<file path="src/rtl/cmdlf_pkg.sv">
// Shared types, constants and saturating arithmetic helpers for the
// leapfrog chain integrator. No dependencies.
package cmdlf_pkg;

   localparam int FRAC_BITS = 24;
   localparam int POS_W     = 37;
   localparam int VEL_W     = 40;
   localparam int BOX_W     = 37;

   localparam logic [1:0] REQ_LOAD    = 2'd0;
   localparam logic [1:0] REQ_ADVANCE = 2'd1;
   localparam logic [1:0] REQ_READ    = 2'd2;

   localparam logic [2:0] CSR_ATOM_COUNT  = 3'd0;
   localparam logic [2:0] CSR_BOX_LENGTH  = 3'd1;
   localparam logic [2:0] CSR_REST_LENGTH = 3'd2;
   localparam logic [2:0] CSR_SPRING_K1   = 3'd3;
   localparam logic [2:0] CSR_SPRING_K2   = 3'd4;
   localparam logic [2:0] CSR_TIME_STEP   = 3'd5;

   localparam logic signed [63:0] S64_MAX = 64'sh7FFF_FFFF_FFFF_FFFF;
   localparam logic signed [63:0] S64_MIN = 64'sh8000_0000_0000_0000;
   localparam logic signed [65:0] V40_MAX = 66'sh00_0000_007F_FFFF_FFFF;
   localparam logic signed [65:0] V40_MIN = -66'sh00_0000_0080_0000_0000;

   typedef struct packed {
      logic [1:0]         req_type;
      logic [11:0]        atom_index;
      logic [35:0]        load_position;
      logic signed [39:0] load_velocity;
   } req_word_type;

   typedef struct packed {
      logic signed [63:0] potential_sum;
      logic [62:0]        kinetic_sum;
      logic [35:0]        read_position;
      logic signed [39:0] read_velocity;
   } rsp_word_type;

   typedef struct packed {
      logic               start;
      logic signed [63:0] a;
      logic signed [63:0] b;
   } mul_req_type;

   typedef struct packed {
      logic               done;
      logic signed [63:0] result;
   } mul_rsp_type;

   typedef enum logic [4:0] {
      ST_IDLE, ST_RD_DATA, ST_RESP,
      ST_A_RD, ST_A_SH, ST_A_DIFF,
      ST_MUL_GO, ST_MUL_WT,
      ST_SUM1, ST_SUM2, ST_SUM3,
      ST_B_RD, ST_B_DAT, ST_B_V1, ST_B_X, ST_B_W, ST_B_EK,
      ST_FIN
   } state_type;

   typedef enum logic [3:0] {
      OP_SL, OP_SR, OP_CL, OP_CR, OP_KS, OP_KC, OP_KD, OP_KQ,
      OP_DA, OP_DV, OP_VV
   } mul_op_type;

   function automatic logic signed [63:0] sadd64(input logic signed [63:0] a,
                                                 input logic signed [63:0] b);
      logic signed [64:0] s;
      s = 65'(a) + 65'(b);
      if (s[64] != s[63]) begin
         return s[64] ? S64_MIN : S64_MAX;
      end
      return s[63:0];
   endfunction

   function automatic logic signed [63:0] sneg64(input logic signed [63:0] a);
      if (a == S64_MIN) begin
         return S64_MAX;
      end
      return -a;
   endfunction

   // halve, truncating toward zero
   function automatic logic signed [63:0] half64(input logic signed [63:0] a);
      logic signed [64:0] y;
      y = 65'(a) + 65'({64'd0, a[63]});
      return y[64:1];
   endfunction

   function automatic logic signed [39:0] sat40(input logic signed [65:0] x);
      if (x > V40_MAX) begin
         return 40'sh7F_FFFF_FFFF;
      end else if (x < V40_MIN) begin
         return 40'sh80_0000_0000;
      end
      return x[39:0];
   endfunction

   // minimum image of a bond difference
   function automatic logic signed [40:0] image41(input logic signed [40:0] d,
                                                  input logic [36:0] box);
      logic signed [41:0] d2;
      logic signed [41:0] bx;
      d2 = {d, 1'b0};
      bx = $signed(42'(box));
      if (d2 < -bx) begin
         return d + $signed(41'(box));
      end else if (d2 >= bx) begin
         return d - $signed(41'(box));
      end
      return d;
   endfunction

endpackage

</file>
<file path="src/rtl/cmdlf_mul.sv">
// Multi-cycle signed 64x64 fixed-point multiplier: one 32x32 partial product
// per cycle, truncated magnitude, saturated to 64 bits. Uses cmdlf_pkg.
module cmdlf_mul (
   input  logic                  clock,
   input  logic                  reset,
   input  cmdlf_pkg::mul_req_type mreq,
   output cmdlf_pkg::mul_rsp_type mrsp
);
   import cmdlf_pkg::*;

   logic [63:0]        mag_a_ff;
   logic [63:0]        mag_b_ff;
   logic               neg_ff;
   logic [127:0]       acc_ff;
   logic [1:0]         step_ff;
   logic               run_ff;
   logic               fin_ff;
   logic               done_ff;
   logic signed [63:0] res_ff;

   logic [31:0]  half_a;
   logic [31:0]  half_b;
   logic [63:0]  pp;
   logic [1:0]   shift_sel;
   logic [127:0] pp_shifted;
   logic [63:0]  rlo;
   logic         rhi_nz;
   logic [63:0]  lim;
   logic [63:0]  mag;
   logic [63:0]  res_in;

   always_comb begin
      half_a    = step_ff[1] ? mag_a_ff[63:32] : mag_a_ff[31:0];
      half_b    = step_ff[0] ? mag_b_ff[63:32] : mag_b_ff[31:0];
      pp        = half_a * half_b;
      shift_sel = {1'b0, step_ff[1]} + {1'b0, step_ff[0]};
      case (shift_sel)
         2'd0:    pp_shifted = {64'd0, pp};
         2'd1:    pp_shifted = {32'd0, pp, 32'd0};
         2'd2:    pp_shifted = {pp, 64'd0};
         default: pp_shifted = '0;
      endcase
      rlo    = acc_ff[FRAC_BITS+63:FRAC_BITS];
      rhi_nz = |acc_ff[127:FRAC_BITS+64];
      lim    = neg_ff ? 64'h8000_0000_0000_0000 : 64'h7FFF_FFFF_FFFF_FFFF;
      mag    = (rhi_nz || rlo > lim) ? lim : rlo;
      res_in = neg_ff ? (64'd0 - mag) : mag;
   end

   always_ff @(posedge clock) begin
      if (reset) begin
         run_ff  <= 1'b0;
         fin_ff  <= 1'b0;
         done_ff <= 1'b0;
         step_ff <= '0;
      end else begin
         done_ff <= 1'b0;
         if (mreq.start) begin
            mag_a_ff <= mreq.a[63] ? 64'd0 - mreq.a : mreq.a;
            mag_b_ff <= mreq.b[63] ? 64'd0 - mreq.b : mreq.b;
            neg_ff   <= mreq.a[63] ^ mreq.b[63];
            acc_ff   <= '0;
            step_ff  <= '0;
            run_ff   <= 1'b1;
         end else if (run_ff) begin
            acc_ff  <= acc_ff + pp_shifted;
            step_ff <= step_ff + 2'd1;
            if (step_ff == 2'd3) begin
               run_ff <= 1'b0;
               fin_ff <= 1'b1;
            end
         end else if (fin_ff) begin
            res_ff  <= res_in;
            done_ff <= 1'b1;
            fin_ff  <= 1'b0;
         end
      end
   end

   assign mrsp.done   = done_ff;
   assign mrsp.result = res_ff;

endmodule

</file>
<file path="config.mk">
export PLATFORM = sky130hd
export DESIGN_NAME = cmdlf_mul
export DESIGN_NICKNAME = d
export VERILOG_FILES = /design/src/rtl/cmdlf_pkg.sv /design/src/rtl/cmdlf_mul.sv
export SDC_FILE = /design/constraint.sdc
export NUM_CORES = 2
export LEC_CHECK = 0
export BUFFER_PORTS_ARGS = -buffer_cell sky130_fd_sc_hd__buf_4
export CAP_MARGIN = 20
export CORE_ASPECT_RATIO = 1.4
export CORE_MARGIN = 5
export CORE_UTILIZATION = 45
export CTS_CLUSTER_DIAMETER = 100
export DETAILED_ROUTE_END_ITERATION = 8
export HOLD_SLACK_MARGIN = 0.02
export PLACE_DENSITY_LB_ADDON = 0.05
export SLEW_MARGIN = 20
export SYNTH_ARGS = -nofsm -noshare
export SYNTH_HDL_FRONTEND = slang
export SYNTH_SLANG_ARGS = --single-unit
</file>
<file path="constraint.sdc">
create_clock -name clock -period 38.9 [get_ports clock]
set_input_delay 1.945 -clock clock [delete_from_list [all_inputs] [get_ports clock]]
set_output_delay 1.945 -clock clock [all_outputs]
set_load 0.03 [all_outputs]
</file>
==> flow_metrics.py <==
metrics = {
    "status": {
        "status": "finished clean",
    },
    "cts": {
        "cts.sinks": 326,
        "post_cts_buffers": 0,
        "cts_buffers": 43,
        "cts_tree": "done",
        "postCtsHoldBufs": 0,
        "clock_path_buffers": 3,
        "cts_resized": 0,
        "cts_root_buf": "clkbuf_16",
        "cts.clk_slew.worst_paths_ns": 0.06,
        "clock_latency_ns": 0.67,
        "htree_levels": 2,
    },
    "logic_synthesis": {
        "syn_area_um2": 58700,
        "ys.flop_type": "edfxtp_1",
        "avgSynthCellArea_um2": 8.81,
        "yosysTopAreaCell": "fa_1",
        "synth_edf_count": 321,
        "synthCells": 6670,
        "syn_nets": 8157,
        "ys_seq_area_share_pct": 16.6,
        "ys_seq_elements": 326,
        "synthArstFlopShare_pct": 0,
        "synth.top_cell.area_share_pct": 30.6,
        "yosys_warnings": 0,
        "synth.area.top_cells": "fa_1 (31%), edfxtp_1 (16%), ha_1 (9.8%)",
        "ys_types": 77,
    },
    "placement": {
        "detailed_place_hpwl_um": 191000,
        "io_buffers": 195,
        "gp_congestion": 0.979,
    },
    "timing": {
        "hold_viol_final": 0,
        "setup_viol": 0,
        "tns_ns": 0,
        "slew_viol_final": 0,
        "finalCritPeriodShare_pct": 39.7,
        "fmax_ghz": 0.0647,
        "post-route-min-period_ns": 15.45,
        "worstMarginPinSlew_ns": 1.16,
        "skew_ns": 0.0330,
        "rsz0062_at_grt": "false",
        "slew_headroom_pct": 22.4,
    },
    "die": {
        "initial_utilization_pct": 45.1,
        "ios": 196,
        "coreArea_um2": 130000,
        "rows": 157,
        "dieArea_um2": 138000,
        "die_width_um": 315,
        "die_h_um": 437,
    },
    "routing": {
        "wirelength_um": 230000,
        "ant_nets": 0,
        "drc": 0,
        "routedWlPerCell_um": 27.0,
        "vias": 49242,
        "first_pass_iters": 6,
        "drt-initial-drc-count": 3864,
        "vias_per_cell": 5.79,
    },
    "critical_path": {
        "path_class": "reg -> reg",
        "cp-start-kind": "flop",
        "regToRegSetupSlack_ns": 23.45,
        "r2r-start": "step_ff[0]",
        "r2r_end": "acc_ff[123]",
        "cp.required_ns": 39.30,
        "rr_worst_depth": 36,
        "slowest_stage": "mux2_1",
        "path_common_cell": "fa_1",
        "worst_ep_arrival_time_ns": 15.85,
        "path_max_fanout": 44,
        "endpoint_kind": "flop",
        "critPathMaxStageDelay_ns": 1.01,
    },
    "grt": {
        "grt_pass1_vias": 50580,
        "antenna_found_initial": 6,
        "grt_start_max_net_pins": 79,
        "overflow": 0,
        "grt_use_total_pct": 33.1,
        "grt_pass1_wl_um": 338000,
    },
    "worst_hold_path": {
        "hp-class": "reg -> reg",
        "hold-path-cell-count": 2,
        "min_from": "fin_ff",
        "holdPathEnd": "fin_ff",
    },
    "layout": {
        "fillers": 12776,
        "nets": 8203,
        "drive_gt1_share_pct": 8.34,
        "synthToLayoutAreaGrowth_pct": 9.02,
    },
    "job": {
        "maxCapViolCount": 0,
    },
}
[per-stage QoR]
stage,instances,instance area (µm²),setup WS [ns],hold WS [ns],util [%]
final,8501,64000,23.45,0.497,49.2
after global routing,8499,64000,22.90,0.528,49.2
after CTS,8498,64000,23.50,0.493,49.2
after detailed placement,8420,62500,23.62,0.480,48.0
after global placement,8419,62400,23.17,0.483,48.0
after floorplan,6670,58700,26.55,0.446,-
[worst max-delay path by stage]
stage          startpoint          end  cells past startpoint
6_report       step_ff[0]  acc_ff[123]                     36
5_1_grt        step_ff[0]  acc_ff[123]                     36
4_1_cts        step_ff[0]  acc_ff[123]                     36
3_5_place_dp   step_ff[0]  acc_ff[124]                     36
3_3_place_gp   step_ff[0]  acc_ff[123]                     36
2_1_floorplan  step_ff[1]  acc_ff[123]                     43
[cells in the final DEF, fill, tap and decap left out, types with 10 or more instances in the layout]
| cell | count |
|---|---|
| and2_1 | 29 |
| o31ai_1 | 54 |
| or4_1 | 35 |
| nor2b_1 | 37 |
| mux2_1 | 10 |
| or3_1 | 38 |
| o22ai_1 | 51 |
| a21o_1 | 135 |
| o21ai_0 | 289 |
| edfxtp_1 | 321 |
| nand2b_1 | 30 |
| nand3_1 | 54 |
| o21a_1 | 24 |
| a211oi_1 | 13 |
| ha_1 | 459 |
| or4_4 | 10 |
| a21boi_0 | 12 |
| clkbuf_16 | 43 |
| xnor2_1 | 223 |
| fa_1 | 897 |
| mux2_2 | 52 |
| o21bai_1 | 60 |
| nor2_1 | 930 |
| o41ai_1 | 21 |
| nor3_1 | 94 |
| or2_2 | 14 |
| a31oi_1 | 30 |
| and3_1 | 28 |
| mux2i_2 | 39 |
| xor2_1 | 76 |
| buf_4 | 331 |
| nand4_1 | 94 |
| nor4_1 | 36 |
| a21oi_1 | 335 |
| mux2i_1 | 29 |
| o211ai_1 | 22 |
| inv_1 | 938 |
| nand2_1 | 670 |
[flip-flops by register name (all words and copies together) (netlist names)]
register,count
acc_ff,128
done_ff,1
fin_ff,1
mag_a_ff,64
mag_b_ff,64
neg_ff,1
res_ff,64
run_ff,1
step_ff,2
[cells by family after synthesis]
logic type      share of synthesized area (%)
compound gates                           12.1
xor+xnor                                 4.53
fa+ha+maj                                40.3
buf+inv                                  8.13
flops                                    16.6
mux                                      2.42
simple gates                             15.9
[critical path: cells and delay by family, from the launching register on]
kind                       cells  cell delay, ns
adders and majority gates     10            4.81
AOI/OAI and AO/OA             12            5.21
muxes                          1            1.01
buffers and inverters          5            1.12
DFF                            1            0.58
and+or+nand+nor                7            2.17
xor gates and xnor gates       1            0.17
[cell usage after synthesis, types with 32 or more instances]
cell,n
a21o_1,135
a21oi_1,335
clkbuf_1,313
edfxtp_1,321
fa_1,897
ha_1,459
inv_1,939
mux2_2,52
mux2i_1,72
nand2_1,670
nand2b_1,32
nand3_1,54
nand4_1,94
nor2_1,931
nor2b_1,39
nor3_1,95
nor4_1,36
o21ai_0,289
o21bai_1,60
o22ai_1,51
o31ai_1,55
or3_1,38
or4_1,35
xnor2_1,226
xor2_1,78
[area by class of cell]
| type | instances | area (µm²) | area share, % |
|---|---|---|---|
| inverter | 940 | 3530 | 5.51 |
| multi-input combinational | 5073 | 44500 | 69.5 |
| tap | 1749 | 2190 | 3.42 |
| clock buffer | 44 | 1080 | 1.69 |
| sequential | 326 | 9750 | 15.2 |
| timing repair buffer | 332 | 2510 | 3.92 |
| clock inverter | 34 | 438 | 0.684 |
| antenna | 3 | 7.51 | 0.0117 |
[layer usage]
metal | up-vias | GRT usage, % | wire [µm]
met3 | 445 | 4.04 | 13900
met4 | 0 | 16.7 | 14900
met5 | - | 0 | 0
met1 | 24988 | 41.9 | 89900
met2 | 1765 | 55.9 | 111000
li1 | 22044 | - | -
Power is left out: the tool's default activity adds up to more than one toggle a clock period on the data nets, which glitch-free logic cannot reach.
